[config.mk]
export PLATFORM = sky130hd
export DESIGN_NAME = sat_tag_ram
export DESIGN_NICKNAME = d
export VERILOG_FILES = /design/src/design/sat_pkg.sv /design/src/design/sat_tag_ram.sv
export SDC_FILE = /design/constraint.sdc
export NUM_CORES = 1
export LEC_CHECK = 0
export BUFFER_PORTS_ARGS = -buffer_cell sky130_fd_sc_hd__clkbuf_2
export CORE_MARGIN = 3
export CORE_UTILIZATION = 40
export CTS_BUF_LIST = sky130_fd_sc_hd__clkbuf_8
export CTS_CLUSTER_SIZE = 12
export DETAILED_ROUTE_END_ITERATION = 16
export SLEW_MARGIN = 20
export SYNTH_ARGS = -nofsm -noshare
export SYNTH_HDL_FRONTEND = slang
export SYNTH_SLANG_ARGS = --single-unit
[constraint.sdc]
create_clock -name clk -period 2.4 [get_ports clk]
set_input_delay 0.24 -clock clk [delete_from_list [all_inputs] [get_ports clk]]
set_output_delay 0.24 -clock clk [all_outputs]
set_load 0.01 [all_outputs]
[src/design/sat_pkg.sv]
// Shared types, constants and a helper function of the set-associative tag lookup.
`default_nettype none

package sat_pkg;

    localparam int ADDR_W      = 64;
    localparam int DELAY_W     = 8;
    localparam int FILL_WAY_W  = 3;
    localparam int LFSR_W      = 8;
    localparam int CFG_INDEX_W = 8;
    localparam int CFG_DATA_W  = 8;
    localparam int IN_TDATA_W  = 64;
    localparam int OUT_TDATA_W = 16;

    localparam int DEF_NUM_SETS         = 64;
    localparam int DEF_NUM_WAYS         = 8;
    localparam int DEF_LINE_OFFSET_BITS = 6;

    localparam logic [CFG_INDEX_W-1:0] CFG_HIT_DELAY  = 8'd0;
    localparam logic [CFG_INDEX_W-1:0] CFG_MISS_DELAY = 8'd1;

    localparam logic [DELAY_W-1:0] HIT_DELAY_RESET  = 8'd1;
    localparam logic [DELAY_W-1:0] MISS_DELAY_RESET = 8'd20;

    // Feedback taps at bits 7, 3, 2 and 1.
    localparam logic [LFSR_W-1:0] LFSR_TAPS = 8'h80 | 8'h08 | 8'h04 | 8'h02;
    localparam logic [LFSR_W-1:0] LFSR_LOW_MASK = 8'h7F;

    typedef struct packed {
        logic                  hit;
        logic                  full;
        logic [FILL_WAY_W-1:0] way;
    } lookup_t;

    typedef struct packed {
        logic [FILL_WAY_W-1:0] fill_way;
        logic                  filled;
        logic [DELAY_W-1:0]    delay;
        logic                  hit;
    } result_t;

    function automatic logic [LFSR_W-1:0] lfsr_step(input logic [LFSR_W-1:0] s);
        logic fb;
        fb = ^(s & LFSR_TAPS);
        return {s[LFSR_W-2:0] & LFSR_LOW_MASK[LFSR_W-2:0], ~fb};
    endfunction

endpackage

`default_nettype wire

[src/design/sat_tag_ram.sv]
// Synchronous tag and valid memory with one write port and one registered read port.
`default_nettype none

module sat_tag_ram #(
    parameter int DEPTH  = sat_pkg::DEF_NUM_SETS,
    parameter int WIDTH  = 8,
    parameter int ADDR_W = $clog2(DEPTH)
) (
    input  wire logic              clk,
    input  wire logic              rd_en,
    input  wire logic [ADDR_W-1:0] rd_addr,
    output logic      [WIDTH-1:0]  rd_data,
    input  wire logic              wr_en,
    input  wire logic [ADDR_W-1:0] wr_addr,
    input  wire logic [WIDTH-1:0]  wr_data
);

    logic [WIDTH-1:0] mem [DEPTH];

    always_ff @(posedge clk)
    begin
        if (wr_en)
        begin
            mem[wr_addr] <= wr_data;
        end
    end

    always_ff @(posedge clk)
    begin
        if (rd_en)
        begin
            rd_data <= mem[rd_addr];
        end
    end

endmodule

`default_nettype wire

* Yosys cells after proc, flatten, opt, wreduce, memory -nomap -nowiden
Memory sizes are Yosys's and may differ from the RTL's. A register that Yosys moved wholly into a read port is not among the register bits. Index checks and enable logic that the tools add are counted.
Operators by class: $add $sub $neg 0, multipliers 0, div/mod/pow operators 0, order comparisons 0, equality and inequality tests 0, shift operators 0, mux-type cells 2, bitwise logic cells 0, reductions and logical operators 0
Operators by type and width (count):
- 2-to-1 mux 1 bit | 2
Word-level totals: register bits after elaboration 0, bits in latches 0, RAM bits 512, bits in read-only memories 0, bits of input ports 23, output and inout port bits 8, word-level logic and storage cells 3, memories 1
Memory list:
- mem | words 64, width 8, rd ports 1, clocked after memory_dff 1, wr ports 1, RTL line sat_tag_ram.sv:18 | logic [WIDTH-1:0] mem [DEPTH];

* Longest topological paths before layout
depth after elaboration 2, gate-level depth with buffers 9, gate-level depth less buffers 5

* Worst setup path after synthesis
OpenSTA, ideal clock, no wires.
kind input to register, start in rd_addr[1], end reg rd_data[3], read port of mem (data pin), setup time 266 ps, data arrival time 1780 ps, data required time 2134 ps, path slack 354 ps, stages 7, buffers on the path 3, path through buf_4 > buf_2 > buf_2 > mux4_2 > mux4_2 > o21ai_1 > o41ai_1
RTL lines:
- start, declared | RTL line sat_tag_ram.sv:11 | input wire logic [ADDR_W-1:0] rd_addr,
- end, declared | RTL line sat_tag_ram.sv:12 | output logic [WIDTH-1:0] rd_data,

==> results by stage <==
Global route:
- The number of global-route vias before repair was 10644.
- The initial antenna violation count is 5.
- The global routing stage identified its most utilized layer as met2.
- Global routing consumed, over all layers together, 18.30% of the routing resources.
- The met2 track demand over resource in global routing is 28.61%.
- Entering global routing, the biggest net connects 65 pins.
- The total overflow left after global routing is 0.
- The met3 track utilization from global routing is 3.677%.
- The wire length of the first global-routing pass is 71.24 mm.
- For this run, global-route usage on met1 was measured as 26.21%.

Finish:
- Relative to the synthesized area, the layout overhead comes to 17.17%.
- The post-route netlist has 34.82% of its cells at a drive strength greater than 1.
- The net count of the finished layout is 1174.
- The repair_antennas step left the layout with diodes totalling 0.
- Summing all non-filler instances in the final layout gives an area of 23720 um2.
- The final non-filler cell total is 1876.

Flow run:
- Across the run, the number of max-cap violations was 0.

Worst setup path:
- Across all register-to-register paths, the minimum setup slack is 0.14 ns.
- STA classifies the critical path endpoint as a flip-flop.
- The timing endpoint of the critical path is rd_data[3].
- The worst register-to-register path begins at mem[1][3].
- For the worst setup path, the data arrival time is 2.64 ns.
- Data on the critical path is required at its endpoint by 2.78 ns.
- STA classifies the critical path startpoint as a flip-flop.
- The number of cells on the worst reg-to-reg path is 5.
- The critical path in this run is classified as reg -> reg.
- The end of the worst register-to-register path is rd_data[3].
- The launching element of the worst setup path is mem[1][3].
- The largest fanout of any net on the critical path is 1.

Power:
- IR analysis of the VDD net gives a maximum drop of 0.3660 mV.
- The power density normalized to cell area is 770.6 nW/um2.
- In this run the static leakage power is 0.007789 uW.

Die:
- The area of the core is 49460 um2.
- In this run the vertical extent of the chip is 231.0 um.
- Row generation in the floorplan step produced 81 rows.
- The initial core utilization is 40.94%.
- Measured along the x axis, the die boundary spans 231.0 um.
- 31 I/O pins were placed.
- The area of the die is 53350 um2.

Logic synthesis:
- The flip-flop cell with the highest count after synthesis is sky130_fd_sc_hd__edfxtp_1.
- The number of nets in the synthesized netlist is 963.
- Averaged over all synthesized cells, the footprint is 21.54 um2.
- Summing every instance area after synthesis gives 20250 um2.
- Synthesis instantiated 39 different standard cells from the library.
- In the synthesized netlist, the number of instances is 940.
- In this run, synthesis produced a sequential element count of 520.
- The share of the yosys chip area belonging to registers is 77.12%.
- For this run, the number of Yosys warnings is 0.
- The async set-or-reset flop fraction in the synthesized netlist is 0%.
- The synthesized design contains 520 enable-type register cells.

Place:
- The cell count after placement is 1728.
- At the end of routability-driven placement, the weighted congestion stood at 0.8104.
- After detailed placement, the total cell area comes to 22160 um2.
- Detailed placement finished with a half-perimeter wire length of 30.60 mm.
- The count of buffers added on input and output ports is 30.

Clock network:
- In this run, post-CTS repair resized a total of 0 instances.
- The number of buffers created by CTS is 85.
- CTS built an H-tree with a depth of 3.
- The tree built by TritonCTS fans out to 520 sinks.
- Hold repair after CTS inserted 0 buffers.
- Once the clock tree was built, the setup fixing pass inserted 0 buffers.
- The latest clock arrival within the worst-skew pair is 0.67 ns.
- The library cell used as clock root buffer is sky130_fd_sc_hd__clkbuf_8.
- TritonCTS built the clock tree.
- The clock transition time at the flip-flop clock pins of the worst setup and hold paths is 0.07 ns.
- The maximum clock insertion buffer count is 3.

Timing:
- The number of pins exceeding their max-slew limit in the final report is 0.
- The part of the cycle the worst path needs is 94.04%.
- Setup repair after global routing left no endpoint under its margin.
- The maximum achievable frequency is 443.1 MHz.
- The number of hold-slack violations in the final timing report was 0.
- The post-route minimum period is 2.257 ns.
- Clock skew on the completed layout was measured at 0.02766 ns.
- In the final timing run, aggregate negative setup slack is 0 ns.
- For the pin with the worst max-slew slack, the measured transition is 0.7750 ns.
- Setup violations remaining at the end of the flow were counted as 0.
- The worst relative slew slack is 47.00%.
- Hold timing on the final database bottoms out at a slack of 0.05628 ns.

Detailed routing:
- Wires add up to 47.49 mm.
- The DRC violation total after the first TritonRoute iteration is 1162.
- Once detail routing completed, the nets flagged for antenna violations numbered 0.
- For this block, the via count after detailed routing is 10140.
- After detailed routing, the average wire length per cell comes to 25.32 um.
- In the routed design, unresolved DRC markers number 0.
- The first-pass iteration count of the detailed router is 5.
- After detailed routing, the number of vias per cell comes to 5.405.

Worst hold path:
- The worst hold path belongs to the class in -> reg.

Outcome:
- The flow ran to the end, and the final reports show no timing, DRC or antenna violations.
-- area by class of cell --
type	count	area [um2]
Multi-Input combinational cell	369	4315
Clock inverter	59	334.1
Timing Repair Buffer	175	1403
Tap cell	664	830.8
Clock buffer	89	1225
Sequential cell	520	15620
Fill cell	4147	25730
-- layout by cell type, fill, tap and decap left out, types with 3 or more instances in the layout --
master / netlist / layout
sky130_fd_sc_hd__clkbuf_2: 0 / 27
sky130_fd_sc_hd__o221ai_1: 8 / 8
sky130_fd_sc_hd__nand3_1: 13 / 13
sky130_fd_sc_hd__a22oi_1: 3 / 3
sky130_fd_sc_hd__a221oi_1: 6 / 6
sky130_fd_sc_hd__nor2_1: 83 / 83
sky130_fd_sc_hd__mux2i_1: 23 / 23
sky130_fd_sc_hd__clkinv_1: 0 / 15
sky130_fd_sc_hd__a21oi_1: 3 / 3
sky130_fd_sc_hd__nor2b_1: 14 / 14
sky130_fd_sc_hd__inv_6: 0 / 3
sky130_fd_sc_hd__nor3_1: 7 / 7
sky130_fd_sc_hd__mux4_2: 126 / 126
sky130_fd_sc_hd__clkbuf_8: 0 / 90
sky130_fd_sc_hd__inv_1: 0 / 27
sky130_fd_sc_hd__nand2_1: 19 / 19
sky130_fd_sc_hd__o2bb2ai_1: 3 / 3
sky130_fd_sc_hd__buf_12: 2 / 12
sky130_fd_sc_hd__mux2_2: 13 / 13
sky130_fd_sc_hd__edfxtp_1: 520 / 520
sky130_fd_sc_hd__a211oi_1: 4 / 4
sky130_fd_sc_hd__bufinv_16: 0 / 3
sky130_fd_sc_hd__nand3b_1: 3 / 3
sky130_fd_sc_hd__buf_4: 13 / 135
sky130_fd_sc_hd__clkinv_2: 0 / 9
sky130_fd_sc_hd__o22ai_1: 8 / 8
sky130_fd_sc_hd__o2111ai_1: 3 / 3
sky130_fd_sc_hd__nand2b_1: 7 / 7
-- per-stage QoR --
| step | util [%] | power (uW) | setup WS, ns |
|---|---|---|---|
| after global placement | 44.81 | 11310 | -0.2523 |
| after detailed placement | 44.81 | 11320 | -0.2105 |
| final | 47.97 | 18280 | 0.1429 |
| after global routing | 47.97 | 18950 | 0.1011 |
| after floorplan | - | 10820 | 0.3537 |
| after CTS | 47.97 | 18490 | 0.1261 |
-- worst max-delay path, cell delays in order (launching register included) --
cell                        delay [ns]
sky130_fd_sc_hd__edfxtp_1         0.37
sky130_fd_sc_hd__mux4_2           0.45
sky130_fd_sc_hd__nor2b_1          0.14
sky130_fd_sc_hd__a2111oi_0        0.70
sky130_fd_sc_hd__buf_4            0.25
sky130_fd_sc_hd__o41ai_1          0.07
-- cell families after synthesis --
logic type,after synthesis,share of synthesized area [%]
buf+inv,51,1.563
flops,520,77.12
mux,162,15.88
compound gates,54,2.064
simple gates,153,3.374
-- registers in the layout, summed over array words and instances (netlist names) --
signal	count
mem	512
rd_data	8
-- power breakdown --
group	switching [uW]	leakage [uW]	internal, uW	total [uW]
clock network	3410	0.000899	3750	7160
logic	596	0.00220	422	1020
registers	24.4	0.00469	10100	10100
total	4030	0.00779	14200	18300
-- how the worst min path moves through the flow --
stage | from | end | slack (ns) | cells after the start
floorplan | wr_data[0] | mem[0][0] | 0.34 | 0
global placement | rd_data[1] | rd_data[1] | 0.69 | 1
detailed placement | rd_data[1] | rd_data[1] | 0.69 | 1
CTS | rd_en | rd_data[1] | 0.01 | 1
global route | rd_en | rd_data[5] | 0.04 | 1
finish | rd_en | rd_data[5] | 0.06 | 1
-- layer usage --
metal  vias to the layer above  share of wire (%)
met5                         -              0.086
met4                         6                1.9
met3                        65                6.3
met2                       342                 48
met1                      5358                 43
li1                       4369                  -
-- Yosys cell counts, types with 3 or more instances --
cell type                   count  area (um2)
sky130_fd_sc_hd__o2bb2ai_1      3       26.28
sky130_fd_sc_hd__nand2_1       19       71.32
sky130_fd_sc_hd__buf_2         11       55.05
sky130_fd_sc_hd__mux2i_1       23       230.2
sky130_fd_sc_hd__edfxtp_1     520       15610
sky130_fd_sc_hd__a22oi_1        3       22.52
sky130_fd_sc_hd__a211oi_1       4       30.03
sky130_fd_sc_hd__mux4_2       126        2838
sky130_fd_sc_hd__buf_4         13       97.59
sky130_fd_sc_hd__nor3_1         7       35.03
sky130_fd_sc_hd__mux2_2        13       146.4
sky130_fd_sc_hd__clkbuf_1      17       63.81
sky130_fd_sc_hd__nand3_1       13       65.06
sky130_fd_sc_hd__a221oi_1       6       52.55
sky130_fd_sc_hd__buf_1          4       15.01
sky130_fd_sc_hd__nand3b_1       3       22.52
sky130_fd_sc_hd__nor2_1        83       311.6
sky130_fd_sc_hd__a21oi_1        3       15.01
sky130_fd_sc_hd__o22ai_1        8       50.05
sky130_fd_sc_hd__nand2b_1       7       43.79
sky130_fd_sc_hd__o2111ai_1      3       26.28
sky130_fd_sc_hd__buf_6          4       45.04
sky130_fd_sc_hd__o221ai_1       8       70.07
sky130_fd_sc_hd__nor2b_1       14       87.58
Note: power is estimated with default switching activity, not from simulation.
