===== src/design/sat_pkg.sv =====
// Shared types, constants and a helper function of the set-associative tag lookup.
`default_nettype none

package sat_pkg;

    localparam int ADDR_W      = 64;
    localparam int DELAY_W     = 8;
    localparam int FILL_WAY_W  = 3;
    localparam int LFSR_W      = 8;
    localparam int CFG_INDEX_W = 8;
    localparam int CFG_DATA_W  = 8;
    localparam int IN_TDATA_W  = 64;
    localparam int OUT_TDATA_W = 16;

    localparam int DEF_NUM_SETS         = 64;
    localparam int DEF_NUM_WAYS         = 8;
    localparam int DEF_LINE_OFFSET_BITS = 6;

    localparam logic [CFG_INDEX_W-1:0] CFG_HIT_DELAY  = 8'd0;
    localparam logic [CFG_INDEX_W-1:0] CFG_MISS_DELAY = 8'd1;

    localparam logic [DELAY_W-1:0] HIT_DELAY_RESET  = 8'd1;
    localparam logic [DELAY_W-1:0] MISS_DELAY_RESET = 8'd20;

    // Feedback taps at bits 7, 3, 2 and 1.
    localparam logic [LFSR_W-1:0] LFSR_TAPS = 8'h80 | 8'h08 | 8'h04 | 8'h02;
    localparam logic [LFSR_W-1:0] LFSR_LOW_MASK = 8'h7F;

    typedef struct packed {
        logic                  hit;
        logic                  full;
        logic [FILL_WAY_W-1:0] way;
    } lookup_t;

    typedef struct packed {
        logic [FILL_WAY_W-1:0] fill_way;
        logic                  filled;
        logic [DELAY_W-1:0]    delay;
        logic                  hit;
    } result_t;

    function automatic logic [LFSR_W-1:0] lfsr_step(input logic [LFSR_W-1:0] s);
        logic fb;
        fb = ^(s & LFSR_TAPS);
        return {s[LFSR_W-2:0] & LFSR_LOW_MASK[LFSR_W-2:0], ~fb};
    endfunction

endpackage

`default_nettype wire


===== src/design/sat_way_select.sv =====
// Compares the ways of one set and flags a hit, else picks the first free way or the random victim.
`default_nettype none

module sat_way_select #(
    parameter int NUM_WAYS = sat_pkg::DEF_NUM_WAYS,
    parameter int TAG_W    = 52
) (
    input  wire logic [NUM_WAYS-1:0]       valid,
    input  wire logic [NUM_WAYS*TAG_W-1:0] tags,
    input  wire logic [TAG_W-1:0]          tag,
    input  wire logic [sat_pkg::LFSR_W-1:0] lfsr_next,
    output sat_pkg::lookup_t               lookup
);

    localparam int RECIP_W = 17;
    localparam int PROD_W  = RECIP_W + sat_pkg::LFSR_W;
    localparam logic [RECIP_W-1:0] RECIP = RECIP_W'((65536 + NUM_WAYS - 1) / NUM_WAYS);
    localparam logic [sat_pkg::LFSR_W-1:0] WAYS = sat_pkg::LFSR_W'(NUM_WAYS);

    logic                                hit;
    logic                                free_found;
    logic [sat_pkg::FILL_WAY_W-1:0]      free_way;
    logic [PROD_W-1:0]                   prod;
    logic [sat_pkg::LFSR_W-1:0]          quo;
    logic [sat_pkg::LFSR_W-1:0]          rem;

    always_comb
    begin
        hit        = 1'b0;
        free_found = 1'b0;
        free_way   = '0;
        for (int w = 0; w < NUM_WAYS; w++)
        begin
            if (valid[w] && (tags[w*TAG_W +: TAG_W] == tag))
            begin
                hit = 1'b1;
            end
        end
        for (int w = NUM_WAYS - 1; w >= 0; w--)
        begin
            if (!valid[w])
            begin
                free_found = 1'b1;
                free_way   = sat_pkg::FILL_WAY_W'(w);
            end
        end
    end

    // The victim is the LFSR value modulo the way count, through a reciprocal.
    assign prod = PROD_W'(lfsr_next) * PROD_W'(RECIP);
    assign quo  = prod[16 +: sat_pkg::LFSR_W];
    assign rem  = lfsr_next - sat_pkg::LFSR_W'(quo * WAYS);

    assign lookup.hit  = hit;
    assign lookup.full = !free_found;
    assign lookup.way  = hit ? '0 :
                         (free_found ? free_way : rem[sat_pkg::FILL_WAY_W-1:0]);

endmodule

`default_nettype wire


===== config.mk =====
export PLATFORM = sky130hd
export DESIGN_NAME = sat_way_select
export DESIGN_NICKNAME = d
export VERILOG_FILES = /design/src/design/sat_pkg.sv /design/src/design/sat_way_select.sv
export SDC_FILE = /design/constraint.sdc
export NUM_CORES = 1
export LEC_CHECK = 0
export BUFFER_PORTS_ARGS = -buffer_cell sky130_fd_sc_hd__buf_2
export CORE_AREA = 10 10 184 186
export DETAILED_ROUTE_END_ITERATION = 10
export DIE_AREA = 0 0 194 196
export PLACE_DENSITY = 0.42
export SLEW_MARGIN = 20
export SYNTH_ARGS = -nofsm -noshare
export SYNTH_HDL_FRONTEND = slang
export SYNTH_SLANG_ARGS = --single-unit

===== constraint.sdc =====
create_clock -name vclk -period 3.7
set_input_delay 0.37 -clock vclk [all_inputs]
set_output_delay 0.37 -clock vclk [all_outputs]
set_load 0.02 [all_outputs]

---- After elaboration in Yosys (flattened, before gate mapping) ----
Cells that the tools add are included.
word-level totals
  register bits ........................... 0
  input bits .............................. 484
cells by class
  add/sub/neg operators ................... 1
  equality and inequality tests ........... 8
  muxes and demuxes ....................... 26
  reductions and logical operators ........ 9
operators with widths
  operator                                           count
  equality test 52 bit                               8
  two-way mux 3 bit                                  10
  two-way mux 1 bit                                  16
  logical AND 1 bit                                  8
  subtractor 3 x 1 -> 3 bit (second input constant)  1
  logical NOT 1 bit                                  1

---- Depth between registers and ports, before layout ----
Gate-level depths: netlist of the first run.
  word-level depth ........................ 11
  gate-level depth with buffers ........... 9
  depth with buffers taken out ............ 7

---- Worst setup path after synthesis of the first run ----
Ideal clock, no wire load.
  path type ............................... input to output
  start ................................... in tag[31]
  end ..................................... out lookup[0] in the netlist's numbering
  arrival time ............................ 2.159 ns
  data required time ...................... 3.330 ns
  slack ................................... 1.171 ns
  cell stages on the path ................. 8
  buffers on the path ..................... 1
  cell sequence ........................... buf_2 xor2_1 nor2_1 and4_1 nand4_1 o32ai_1 a311o_1 nor4_1
RTL lines
  item             line                  source
  start, declared  sat_way_select.sv:10  input wire logic [TAG_W-1:0] tag,
  end, declared    sat_way_select.sv:12  output sat_pkg::lookup_t lookup

==> flow_summary_export.csv, run 1 <==
group,metric,value,unit
logic_synthesis,yosysTopAreaCell,"xnor2_1",
grt,first_global_vias,7576,
drt,vias,6897,
placed_design,dp_slack,459.4,ps
sta,grt_setup_unrepaired,"no",
logic_synthesis,syn_nets,1149,
logic_synthesis,synthTopCellsByCount,"212 x xnor2_1, 167 x xor2_1, 64 x nand4_1, 59 x nor4_1, 51 x buf_2",
power,max-vdd-ir-drop,0.05877,mV
critical_path,max_stage_delay,430,ps
logic_synthesis,syn_inst,665,
cells_and_area,fin_util,0.2589,
clocking,ctsHoldBuffers,0,
critical_path,critPathTopFamily,"simple AND/OR/NAND/NOR gates",
drt,drc,0,
drt,dr.pass1.iters,5,
grt,antenna_found_initial,3,
critical_path,end_kind,"output port",
critical_path,slowest_stage,"buf_2",
cells_and_area,fillCellCount,3453,
worst_hold_path,min-delay-path-class,"input port to output port",
drt,wl_met2,21.14,mm
logic_synthesis,avgSynthCellArea,7.526,um2
logic_synthesis,ys.warnings.count,0,
power,power.density,124.3,nW/um2
sta,fin_crit,3131,ps
drt,top_layer_used,"met4",
critical_path,start_kind,"input port",
sta,worst_slack,569.0,ps
worst_hold_path,hold_start,"valid[0]",
critical_path,cp.required,3330,ps
power,leakage,3.548,nW
placed_design,dp_hpwl,38.99,mm
grt,grt.overflow.total,0,
cells_and_area,clkbuf_count,0,
die,core,30270,um2
drt,drtIter0Drc,387,
grt,track_usage,0.2193,
cells_and_area,synthToLayoutAreaGrowth,56.58,%
die,die_w,194,um
sta,max_slew.worst_pin.slew,672.1,ps
cells_and_area,nets,1606,
run,cap_violations,0,
drt,dr_wl_met3,4.291,mm
placed_design,dp_cells,1516,
cells_and_area,final_cells,1519,
logic_synthesis,syn_area,5005,um2
worst_hold_path,worstHoldEndpoint,"lookup[3]",
die,pin_count,489,
worst_hold_path,holdPathStages,4,
cells_and_area,seqCellArea,0,um2
die,initial_utilization,0.1653,
sta,setup_violations,0,
cells_and_area,nFlopsAndLatches,0,
critical_path,critPathKind,"input port to output port",
critical_path,path_buf_inv,2,
drt,wl_met1,18.50,mm
sta,fmax,319.4,MHz
grt,grt_max_degree,11,
critical_path,path_cells,"buf_2 -> xnor2_1 -> nand4_1 -> nor4_1 -> nand4_1 -> nor4_1 -> a311o_1 -> or3_1 -> buf_2",
run_status,status,"finished clean",
grt,grt_pass1_wl,59.34,mm
sta,post-route-period-util,0.8462,
cells_and_area,layout-drive-gt1-share,0.4589,
drt,ant_nets,0,
logic_synthesis,ys_top_cells_by_area,"xnor2_1 37%, xor2_1 29%, nand4_1 8.0%",
drt,wire_per_inst,29.59,um
logic_synthesis,synth_top_area_frac,0.3710,
clocking,post_cts_resize_count,0,
clocking,post_cts_buffers,0,
placed_design,gp_congestion,0.8833,
logic_synthesis,post-synth-top-count-cell,"xnor2_1",
die,num_rows,64,
sta,relSlewSlack,0.5478,
cells_and_area,multiInputGateArea,4599,um2
sta,finalSetupTns,0,ps
critical_path,worst-path-max-fanout,8,
logic_synthesis,ys_seq_area_frac,0,
drt,viasPerCell,4.540,
die,dieArea,38020,um2
placed_design,port_buffers,484,
die,die_height,196,um
drt,drt_wl_total,44.95,mm
critical_path,cp.arrival,2760,ps
sta,hold_viol,0,
logic_synthesis,ys_types,37,
sta,slew_violations,0,
==> placed cells by master (no fill, tap or decap), types with 4 or more instances in the layout <==
cell / n
a222oi_1: 4
buf_2: 484
buf_4: 24
inv_1: 31
inv_2: 4
nand2_1: 8
nand3_1: 7
nand4_1: 64
nor4_1: 59
o21ai_0: 5
o22ai_1: 11
o2bb2ai_1: 4
xnor2_1: 212
xor2_1: 167
==> report_power, final <==
group / leakage [nW] / total (W) / switching [W] / internal [W]
logic: 3.55 / 0.000974 / 0.000520 / 0.000455
registers: 0 / 0 / 0 / 0
clock network: 0.0000190 / 0.000000000109 / 0 / 0.000000000109
total: 3.55 / 0.000974 / 0.000520 / 0.000455
==> layer usage <==
| metal | track usage | vias to the layer above |
|---|---|---|
| met5 | 0 | - |
| met4 | 0.04047 | 0 |
| met2 | 0.3758 | 432 |
| met1 | 0.2725 | 3222 |
| met3 | 0.05575 | 46 |
| li1 | - | 3197 |
==> how the worst max path moves through the flow <==
stage	start	endpoint	slack (ps)	cells after the start
finish	tag[40]	lookup[4]	570	9
global route	tag[29]	lookup[4]	350	9
CTS	tag[29]	lookup[4]	430	9
detailed placement	tag[29]	lookup[4]	460	9
global placement	tag[4]	lookup[4]	500	9
floorplan	tag[31]	lookup[0]	1170	8
==> through the flow <==
stage                     power (W)  hold slack, ps  instance area (um2)
final                     0.0009741            1140                 7836
after global routing       0.001045            1173                 7829
after CTS                 0.0009823            1144                 7829
after detailed placement  0.0009776            1143                 7829
after global placement    0.0009691            1126                 7829
after floorplan           0.0004833           866.8                 5005
==> final cells by class <==
type | count | share of cell area
multi-input combinational | 577 | 0.5869
timing repair buffer | 508 | 0.3321
tap | 396 | 0.06323
inverter | 35 | 0.01677
antenna | 3 | 0.0009580
==> worst min-delay path, cell delays in order <==
cell and delay, ps:
buf_2 120, nand4_1 90, nor2_1 40, buf_2 150
==> cell families (layout without fill, tap and decap cells) <==
group / Yosys count / count (layout) / synth area share
buffers and inverters: 88 / 543 / 0.08100
xor gates and xnor gates: 379 / 379 / 0.6632
and+or+nand+nor: 149 / 149 / 0.1805
AOI/OAI and AO/OA: 49 / 49 / 0.07525
other: 0 / 3 / 0
Note: power is estimated with default switching activity, not from simulation.
==> inputs of run 2 (changes only) <==
Settings changed: CORE_AREA 10 10 184 186 to 10 10 180 182, DIE_AREA 0 0 194 196 to 0 0 190 192, PLACE_DENSITY 0.42 to 0.44.
Clock period 3.7 ns to 2.9 ns, I/O delays scaled along.
==> run 2 against run 1 <==
Worst hold slack got worse by 170 ps. Final area increased by 6.5%. Utilization increased by 3.3 points. Flip-flop and latch count unchanged. Combinational power increased by 36%. Worst setup slack got worse by 440 ps. Total power increased by 35%. Sequential share of layout area unchanged. Wire length about the same. Die area decreased by 4.1%. Critical endpoint unchanged. Largest cell class unchanged.
==> flow_summary_export.csv, run 2 (same netlist as run 1, synthesis figures left out) <==
group,metric,value,unit
run_status,status,"finished clean",
run,cap_violations,0,
critical_path,worst-path-max-fanout,5,
sta,grt_setup_unrepaired,"no",
critical_path,max_stage_delay,440,ps
grt,grt_pass1_wl,58.59,mm
power,leakage,3.852,nW
drt,drtIter0Drc,433,
drt,drc,0,
grt,grt.overflow.total,0,
die,dieArea,36480,um2
cells_and_area,n_antenna_cell,0,
critical_path,end_kind,"output port",
sta,setup_violations,0,
drt,dr.pass1.iters,5,
grt,grt_max_degree,10,
cells_and_area,fillCellCount,3255,
grt,track_usage,0.2292,
power,power.density,158.0,nW/um2
placed_design,gp_congestion,0.8839,
sta,fmax,360.5,MHz
placed_design,port_buffers,484,
die,pin_count,489,
cells_and_area,layout_common_cells,"483 x buf_2, 212 x xnor2_1, 167 x xor2_1",
placed_design,postPlaceCellArea,8287,um2
critical_path,critPathKind,"input port to output port",
sta,worst_slack,125.7,ps
power,seqPwrFrac,0,
placed_design,dp_hpwl,40.42,mm
power,fin_total_pwr,0.001318,W
drt,vias,7107,
placed_design,dp_cells,1557,
power,max-vdd-ir-drop,0.08243,mV
critical_path,slowest_stage,"nor4_4",
drt,wire_per_inst,28.88,um
power,internal_power,0.0006332,W
sta,hold_viol,0,
sta,post-route-period-util,0.9567,
critical_path,cp.arrival,2480,ps
critical_path,cp.required,2610,ps
critical_path,path_cells,"buf_2 -> buf_4 -> xnor2_1 -> nand4_1 -> nor4_4 -> buf_4 -> nand4_1 -> o41ai_2 -> buf_12 -> or3_1 -> buf_2",
sta,slew_violations,0,
drt,drt_wl_total,44.97,mm
sta,max_slew.worst_pin.slew,593.7,ps
power,swShare,0.5196,
die,die_height,192,um
die,die_w,190,um
drt,ant_nets,0,
cells_and_area,fin_area,8344,um2
grt,antenna_found_initial,3,
power,clkPwrFrac,0,
grt,first_global_vias,7703,
sta,relSlewSlack,0.6005,
clocking,ctsHoldBuffers,0,
clocking,post_cts_buffers,0,
drt,viasPerCell,4.565,
cells_and_area,layout-drive-gt1-share,0.4902,
cells_and_area,seqCellArea,0,um2
worst_hold_path,min-delay-path-class,"input port to output port",
power,p_comb_frac,1.000,
power,p_sw,0.0006848,W
cells_and_area,clkbuf_count,0,
die,core,28630,um2
cells_and_area,nets,1659,
cells_and_area,nFlopsAndLatches,0,
cells_and_area,final_cells,1557,
die,num_rows,62,
placed_design,dp_slack,-176.3,ps
cells_and_area,synthToLayoutAreaGrowth,66.72,%
die,initial_utilization,0.1748,
cells_and_area,mostFrequentLayoutCell,"buf_2",
critical_path,start_kind,"input port",
sta,fin_crit,2774,ps
[run 2: power groups by stage]
stage | Combinational, W | Sequential (W) | Clock [W]
detailed placement | 0.00132 | 0 | 0
finish | 0.00132 | 0 | 0
global placement | 0.00131 | 0 | 0
floorplan | 0.000617 | 0 | 0
CTS | 0.00132 | 0 | 0
global route | 0.00141 | 0 | 0
[run 2: per-stage QoR]
step | setup TNS, ps | hold WS (ps) | util
finish | 0 | 973.2 | 0.2915
global route | 0 | 986.7 | 0.2915
CTS | 0 | 969.9 | 0.2902
detailed placement | -610.8 | 972.2 | 0.2895
global placement | -681.2 | 962.4 | 0.2895
floorplan | 0 | 706.8 | -
[run 2: cell type report]
class                           count  area [um2]  share of cell area
Inverter                           35       131.4             0.01574
Multi-Input combinational cell    577        4654              0.5578
Timing Repair Buffer              561        3078              0.3689
Tap cell                          384       480.5             0.05758
[run 2: worst paths after layout]
| check | cells after the start | slack, ps | endpoint | startpoint |
|---|---|---|---|---|
| setup / recovery | 11 | 130 | lookup[4] | tag[26] |
| hold / removal | 4 | 970 | lookup[0] | valid[0] |
[run 2: what timing repair did]
item                       in CTS  in global routing
pin swaps                       0                  1
setup endpoints to repair       4                  4
gates resized for setup         4                  7
[run 2: metal layers]
layer,vias up,wire [um],part of all wire,track usage
li1,3305,-,-,-
met1,3274,17940,0.40,0.2728
met2,468,21180,0.47,0.3955
met3,54,4676,0.10,0.07018
met4,6,1147,0.026,0.04976
met5,-,28,0.00062,0
[run 2: worst max-delay path, delay by kind of cell]
family	cells	cell delay, ps
buffers and inverters	5	1060
AND/OR/NAND/NOR	4	870
AO/OA/AOI/OAI	1	100
XOR/XNOR	1	130
